**src/rtl/ovl_pkg.sv**
```systemverilog
package ovl_pkg;

  localparam int ValueWidth    = 32;
  localparam int CountOutWidth = 7;

  typedef enum logic [1:0] {
    ACT_PUSH_FRONT,
    ACT_PUSH_BACK,
    ACT_REMOVE,
    ACT_FIND
  } action_t;

  typedef enum logic [1:0] {
    S_IDLE,
    S_INSERT,
    S_SCAN,
    S_FINISH
  } state_t;

endpackage

```
**src/rtl/ovl_ram.sv**
```systemverilog
module ovl_ram
  import ovl_pkg::*;
#(
  parameter int DEPTH = 64,
  parameter int AW    = 6
) (
  input  logic                  clk,
  input  logic                  we,
  input  logic [AW-1:0]         waddr,
  input  logic [ValueWidth-1:0] wdata,
  input  logic [AW-1:0]         raddr,
  output logic [ValueWidth-1:0] rdata
);

  logic [ValueWidth-1:0] mem [DEPTH];

  always_ff @(posedge clk) begin
    if (we) begin
      mem[waddr] <= wdata;
    end
    rdata <= mem[raddr];
  end

endmodule

```
**src/rtl/ordered_value_list.sv**
```systemverilog
// Bounded ordered list in a ring buffer, one entry per memory slot.
// Insert: the result is registered from the insert state once the output is free; the next
// transaction is taken in the idle state that follows. Remove/find: one memory read per cycle
// from the front, a find stops at its first match, a remove closes the gap in the same pass.
// One transaction at a time; in_ready returns with out_valid; output stalls add cycles.
// Reset (sync, active high) empties the list; slot contents are not cleared.
module ordered_value_list
  import ovl_pkg::*;
#(
  parameter int CAPACITY = 64
) (
  input  logic                         clk,
  input  logic                         rst,
  input  logic                         in_valid,
  output logic                         in_ready,
  input  logic [1:0]                   action,
  input  logic signed [ValueWidth-1:0] value,
  output logic                         out_valid,
  input  logic                         out_ready,
  output logic                         hit,
  output logic                         refused,
  output logic [CountOutWidth-1:0]     entry_count
);

  localparam int AW = (CAPACITY > 1) ? $clog2(CAPACITY) : 1;
  localparam int CW = $clog2(CAPACITY + 1);

  state_t                state, state_next;
  action_t               act, act_next;
  logic [ValueWidth-1:0] val, val_next;
  logic [AW-1:0]         front, front_next;
  logic [CW-1:0]         count, count_next;
  logic [CW-1:0]         rd_pos, rd_pos_next;
  logic [AW-1:0]         rd_slot, rd_slot_next;
  logic                  pend, pend_next;
  logic [AW-1:0]         pend_slot, pend_slot_next;
  logic                  found, found_next;
  logic [AW-1:0]         wr_slot, wr_slot_next;
  logic                  hit_r, hit_r_next;
  logic                  out_valid_next;
  logic                  hit_next, refused_next;
  logic [CountOutWidth-1:0] entry_count_next;

  logic                  mem_we;
  logic [AW-1:0]         mem_waddr;
  logic [ValueWidth-1:0] mem_wdata;
  logic [ValueWidth-1:0] mem_rdata;

  logic                  out_free;
  logic                  full;
  logic [AW-1:0]         front_dec;
  logic [AW:0]           back_sum;
  logic [AW-1:0]         back_slot;

  function automatic logic [AW-1:0] wrap_inc(input logic [AW-1:0] s);
    wrap_inc = (s == AW'(CAPACITY - 1)) ? '0 : s + AW'(1);
  endfunction

  ovl_ram #(
    .DEPTH(CAPACITY),
    .AW   (AW)
  ) u_ram (
    .clk  (clk),
    .we   (mem_we),
    .waddr(mem_waddr),
    .wdata(mem_wdata),
    .raddr(rd_slot),
    .rdata(mem_rdata)
  );

  assign in_ready  = (state == S_IDLE);
  assign out_free  = !out_valid || out_ready;
  assign full      = (count == CW'(CAPACITY));
  assign front_dec = (front == '0) ? AW'(CAPACITY - 1) : front - AW'(1);
  assign back_sum  = (AW+1)'(front) + (AW+1)'(count);
  assign back_slot = (back_sum >= (AW+1)'(CAPACITY)) ?
                     AW'(back_sum - (AW+1)'(CAPACITY)) : AW'(back_sum);

  always_ff @(posedge clk) begin
    if (rst) begin
      state     <= S_IDLE;
      front     <= '0;
      count     <= '0;
      pend      <= 1'b0;
      out_valid <= 1'b0;
    end else begin
      state     <= state_next;
      front     <= front_next;
      count     <= count_next;
      pend      <= pend_next;
      out_valid <= out_valid_next;
    end
  end

  always_ff @(posedge clk) begin
    act         <= act_next;
    val         <= val_next;
    rd_pos      <= rd_pos_next;
    rd_slot     <= rd_slot_next;
    pend_slot   <= pend_slot_next;
    found       <= found_next;
    wr_slot     <= wr_slot_next;
    hit_r       <= hit_r_next;
    hit         <= hit_next;
    refused     <= refused_next;
    entry_count <= entry_count_next;
  end

  always_comb begin
    state_next       = state;
    act_next         = act;
    val_next         = val;
    front_next       = front;
    count_next       = count;
    rd_pos_next      = rd_pos;
    rd_slot_next     = rd_slot;
    pend_next        = 1'b0;
    pend_slot_next   = pend_slot;
    found_next       = found;
    wr_slot_next     = wr_slot;
    hit_r_next       = hit_r;
    out_valid_next   = out_valid && !out_ready;
    hit_next         = hit;
    refused_next     = refused;
    entry_count_next = entry_count;
    mem_we           = 1'b0;
    mem_waddr        = back_slot;
    mem_wdata        = val;

    case (state)
      S_IDLE: begin
        if (in_valid) begin
          act_next     = action_t'(action);
          val_next     = value;
          rd_pos_next  = '0;
          rd_slot_next = front;
          found_next   = 1'b0;
          hit_r_next   = 1'b0;
          case (action_t'(action))
            ACT_PUSH_FRONT, ACT_PUSH_BACK: state_next = S_INSERT;
            default:                       state_next = S_SCAN;
          endcase
        end
      end

      S_INSERT: begin
        if (out_free) begin
          if (!full) begin
            mem_we = 1'b1;
            if (act == ACT_PUSH_FRONT) begin
              mem_waddr  = front_dec;
              front_next = front_dec;
            end
            count_next = count + CW'(1);
          end
          out_valid_next   = 1'b1;
          hit_next         = 1'b0;
          refused_next     = full;
          entry_count_next = CountOutWidth'(full ? count : count + CW'(1));
          state_next       = S_IDLE;
        end
      end

      S_SCAN: begin
        // read issued in the cycle before its data is compared; shift writes trail by one slot
        if (rd_pos < count) begin
          rd_pos_next    = rd_pos + CW'(1);
          rd_slot_next   = wrap_inc(rd_slot);
          pend_next      = 1'b1;
          pend_slot_next = rd_slot;
        end
        if (pend) begin
          if (found) begin
            mem_we       = 1'b1;
            mem_waddr    = wr_slot;
            mem_wdata    = mem_rdata;
            wr_slot_next = pend_slot;
          end else if (mem_rdata == val) begin
            hit_r_next   = 1'b1;
            found_next   = (act == ACT_REMOVE);
            wr_slot_next = pend_slot;
            if (act != ACT_REMOVE) begin
              state_next = S_FINISH;
            end
          end
        end else if (rd_pos >= count) begin
          state_next = S_FINISH;
        end
      end

      S_FINISH: begin
        if (out_free) begin
          if (found) begin
            count_next = count - CW'(1);
          end
          out_valid_next   = 1'b1;
          hit_next         = hit_r;
          refused_next     = 1'b0;
          entry_count_next = CountOutWidth'(found ? count - CW'(1) : count);
          state_next       = S_IDLE;
        end
      end

      default: state_next = S_IDLE;
    endcase
  end

endmodule

```
**config.mk**
```make
export PLATFORM = sky130hd
export DESIGN_NAME = ordered_value_list
export DESIGN_NICKNAME = d
export VERILOG_FILES = /design/src/rtl/ovl_pkg.sv /design/src/rtl/ovl_ram.sv /design/src/rtl/ordered_value_list.sv
export SDC_FILE = /design/constraint.sdc
export NUM_CORES = 2
export LEC_CHECK = 0
export ABC_CLOCK_PERIOD_IN_PS = 7300
export BUFFER_PORTS_ARGS = -buffer_cell sky130_fd_sc_hd__buf_2
export CAP_MARGIN = 20
export CORE_UTILIZATION = 43
export CTS_BUF_LIST = sky130_fd_sc_hd__clkbuf_16
export DETAILED_ROUTE_END_ITERATION = 6
export GPL_TIMING_DRIVEN = 0
export PLACE_DENSITY_LB_ADDON = 0.25
export SLEW_MARGIN = 20
export SYNTH_ARGS = -nofsm -noshare
export SYNTH_HDL_FRONTEND = slang
export SYNTH_SLANG_ARGS = --single-unit
```
**constraint.sdc**
```tcl
create_clock -name clk -period 7.3 [get_ports clk]
set_input_delay 1.095 -clock clk [delete_from_list [all_inputs] [get_ports clk]]
set_output_delay 1.095 -clock clk [all_outputs]
set_load 0.02 [all_outputs]
```
==> impl_results.md <==
- Layout area overhead: 16.0%
- Vias/cell: 5.99
- Clock Sinks: 2167
- Max clock buf depth: 3
- Max Cap Viol: 0
- Peak VDD IR: 0.281 mV
- Startpoint Class: flop
- Synth Warn #: 0
- Final HPWL DP: 160 mm
- Routability Congestion: 0.906
- Worst Hold Depth: 0
- # nets final: 4544
- Worst path required time: 7.82 ns
- Initial Util: 43.4%
- Worst Hold Class: reg -> reg
- Overflow after GRT: 0
- Status: complete, no violations
- Clk_lat worst skew: 0.84 ns
- Design area: 97300 um^2
- Post-CTS Setup Bufs: 0
- Max-slew violations: 0
- Die Area: 197000 um^2
- Post-Syn Nets: 4002
- 1st-pass router iterations: 6
- RSZ-0062 raised after global routing: false
- EDFF count, synth: 2118
- Die Width: 444 um
- Placed cells: 6792
- WL/cell: 31.8 um
- Crit path from: state[0]$_SDFFE_PP0P_
- Minimum clock period: 5.25 ns
- Clock root cell: clkbuf_16
- CP Cell Sequence: inv_1, ha_1, clkbuf_1, and3_1, clkbuf_1, o21ai_0, nor2_1, nand4_1, nor3_2, buf_4, buf_4, buf_4
- DRC viols: 0
- Placed cell areas: 90400 um^2
- Largest net degree at the start of global routing: 65
- Cts repair resizes: 0
- DRT Wirelength: 228 mm
- Top FF cell, synth: edfxtp_1
- Post-Route Utilization: 50.3%
- Initial antenna violation count: 9
- Clock transition at path regs: 0.07 ns
- Final worst-path cycle share: 71.9%
- First-pass GRT wire length: 322 mm
- Slowest stage delay, CP: 0.87 ns
- ANT nets after route: 0
- Pwr Density: 377 nW/um^2
- Slew margin rel.: 19.4%
- Critical path type: reg -> reg
- Leakage: 0.0312 uW
- #FFs+latches synth: 2167
- Cell Rows: 161
- Worst-Margin Slew: 1.20 ns
- Worst reg-to-reg path cell count: 12
- Reg-to-reg slack, setup: 2.05 ns
- CP max-delay cell: nor3_2
- CP dominant cell by count: buf_4
- Gr usage total: 23.2%
- Io pins: 49
- H-tree depth: 4
- CP Capture Point: u_ram.mem[49][12]$_DFFE_PP_
- Worst-path fanout max: 10
- Reg2reg end: u_ram.mem[49][12]$_DFFE_PP_
- Layout Skew: 0.0370 ns
- Arr. time, crit path: 5.76 ns
- Core area: 193000 um^2
- Via count: 43.1k
- Unique cell type count in the Yosys netlist: 69
- Hold Buf Count CTS: 0
- Synthesized area: 83800 um^2
- Sequential cell area fraction in the yosys report: 77.0%
- # setup viols final: 0
- Chip Height: 444 um
- Layout cells sized above 1: 28.7%
- Fmax: 0.191 GHz
- Syn avg cell area: 21.3 um^2
- FF-to-FF Start: state[0]$_SDFFE_PP0P_
- Fin. Hold Viols: 0
- Number of port buffers: 47
- Vias in the first global route: 42.7k
- Post-Synthesis Cells: 3940
- CTS buffer count: 214
- Drt initial violations: 5733
- TritonCTS clock tree: yes
- Finished Layout Cells: 7187
- Crit. End Element: flop
- Post-synth ARST share: 0%
report_power, final:
| part | switching (uW) | internal [uW] | total, uW |
|---|---|---|---|
| sequential | 218 | 14600 | 14800 |
| clock | 4640 | 6150 | 10800 |
| combinational | 7140 | 3860 | 11000 |
kinds of logic after synthesis:
family | count (synthesis) | synth area share [%]
DFF | 2167 | 77.0
AOI/OAI and AO/OA | 458 | 3.72
buffers and inverters | 285 | 1.41
xor gates and xnor gates | 51 | 0.533
adders and majority gates | 24 | 0.367
muxes | 647 | 15.1
and+or+nand+nor | 308 | 1.88
registers in the layout, summed over array words and instances, names as in the netlist:
name / flops
entry_count: 7
state: 2
u_ram.rdata: 32
refused: 1
pend: 1
val: 32
front: 6
act: 2
out_valid: 1
hit_r: 1
rd_slot: 6
count: 7
hit: 1
pend_slot: 6
found: 1
rd_pos: 7
u_ram.mem: 2048
wr_slot: 6
metrics by stage:
step           hold WS [ns]  power (uW)  worst slack [ns]  setup TNS (ns)
2_1_floorplan         0.400       21400              1.93               0
3_3_place_gp          0.403       25700             -1.48        -1612.59
3_5_place_dp          0.411       26000              2.24               0
4_1_cts               0.383       36700              2.18               0
5_1_grt               0.408       37800              1.76               0
6_report              0.428       36600              2.05               0
layout by cell type (no fill, tap or decap), types with 32 or more instances in the layout:
cell / Yosys / layout
clkbuf_1: 127 / 118
dfxtp_1: 49 / 49
nor3_2: 10 / 54
nand2_1: 89 / 89
mux4_2: 488 / 488
mux2i_1: 118 / 118
xor2_1: 39 / 39
clkbuf_16: 0 / 221
edfxtp_1: 2118 / 2118
buf_4: 3 / 211
clkinv_1: 0 / 52
o21ai_0: 79 / 79
clkinv_2: 0 / 33
buf_2: 73 / 125
nor2_1: 49 / 49
inv_1: 53 / 100
mux2_4: 0 / 32
a21oi_1: 153 / 145
o221ai_1: 134 / 134
buf_6: 1 / 36
layout make-up:
class	count	area [um^2]
repair buffers	326	2890
fillers	15100	95900
diodes	6	15.0
well taps	2526	3160
multi-input cells	1488	18600
inverters	53	199
flip-flops and latches	2167	64600
clock inverters	168	1310
clock buffers	221	5530
plain buffers	232	998
worst min-delay path by stage:
stage	slack [ns]	start	endpoint
final	0.43	pend_slot[1]$_DFFE_PP_	wr_slot[1]$_DFFE_PP_
after global routing	0.41	value[14]	val[14]$_DFFE_PP_
after CTS	0.38	value[29]	val[29]$_DFFE_PP_
after detailed placement	0.41	pend_slot[5]$_DFFE_PP_	wr_slot[5]$_DFFE_PP_
after global placement	0.40	pend_slot[1]$_DFFE_PP_	wr_slot[1]$_DFFE_PP_
after floorplan	0.40	pend_slot[0]$_DFFE_PP_	wr_slot[0]$_DFFE_PP_
per-layer routing:
layer / wire, um / vias to the layer above / global-route usage (%) / share of wire [%]
li1: - / 17700 / - / -
met1: 94000 / 23100 / 33.2 / 41
met2: 106000 / 1976 / 35.5 / 46
met3: 20200 / 338 / 4.45 / 8.8
met4: 8610 / 0 / 8.34 / 3.8
met5: 0 / - / 0 / 0
synthesized netlist by cell type (3+ instances only):
library cell | n | area, um^2
edfxtp_1 | 2118 | 63600
mux4_2 | 488 | 11000
a21oi_1 | 153 | 766
o221ai_1 | 134 | 1170
clkbuf_1 | 127 | 477
mux2i_1 | 118 | 1180
nand2_1 | 89 | 334
o21ai_0 | 79 | 395
buf_2 | 73 | 365
nor3_1 | 57 | 285
inv_1 | 53 | 199
dfxtp_1 | 49 | 981
nor2_1 | 49 | 184
mux2_2 | 41 | 462
xor2_1 | 39 | 342
a211oi_1 | 29 | 218
buf_1 | 28 | 105
ha_1 | 23 | 288
nand2b_1 | 15 | 93.8
nor2b_1 | 15 | 93.8
and2_1 | 12 | 75.1
nand3_1 | 12 | 60.1
xnor2_1 | 12 | 105
nor4_1 | 11 | 68.8
nor3_2 | 10 | 100
a21bo_2 | 7 | 70.1
a21o_1 | 7 | 52.6
o221a_2 | 7 | 78.8
o22ai_1 | 6 | 37.5
or2_2 | 6 | 37.5
or3_1 | 6 | 37.5
nand4_1 | 5 | 31.3
o211ai_1 | 5 | 37.5
nand4b_1 | 4 | 35.0
a2111oi_0 | 3 | 26.3
a31oi_1 | 3 | 18.8
and3_1 | 3 | 18.8
buf_4 | 3 | 22.5
o21bai_1 | 3 | 22.5
or4_1 | 3 | 22.5
critical path, delay by kind of cell, from the launching register on:
kind	cells	cell delay, ns
buffers and inverters	6	1.82
adders and majority gates	1	0.17
DFF	1	0.35
and+or+nand+nor	4	2.12
AOI/OAI and AO/OA	1	0.42
(Power assumes the default switching activity.)
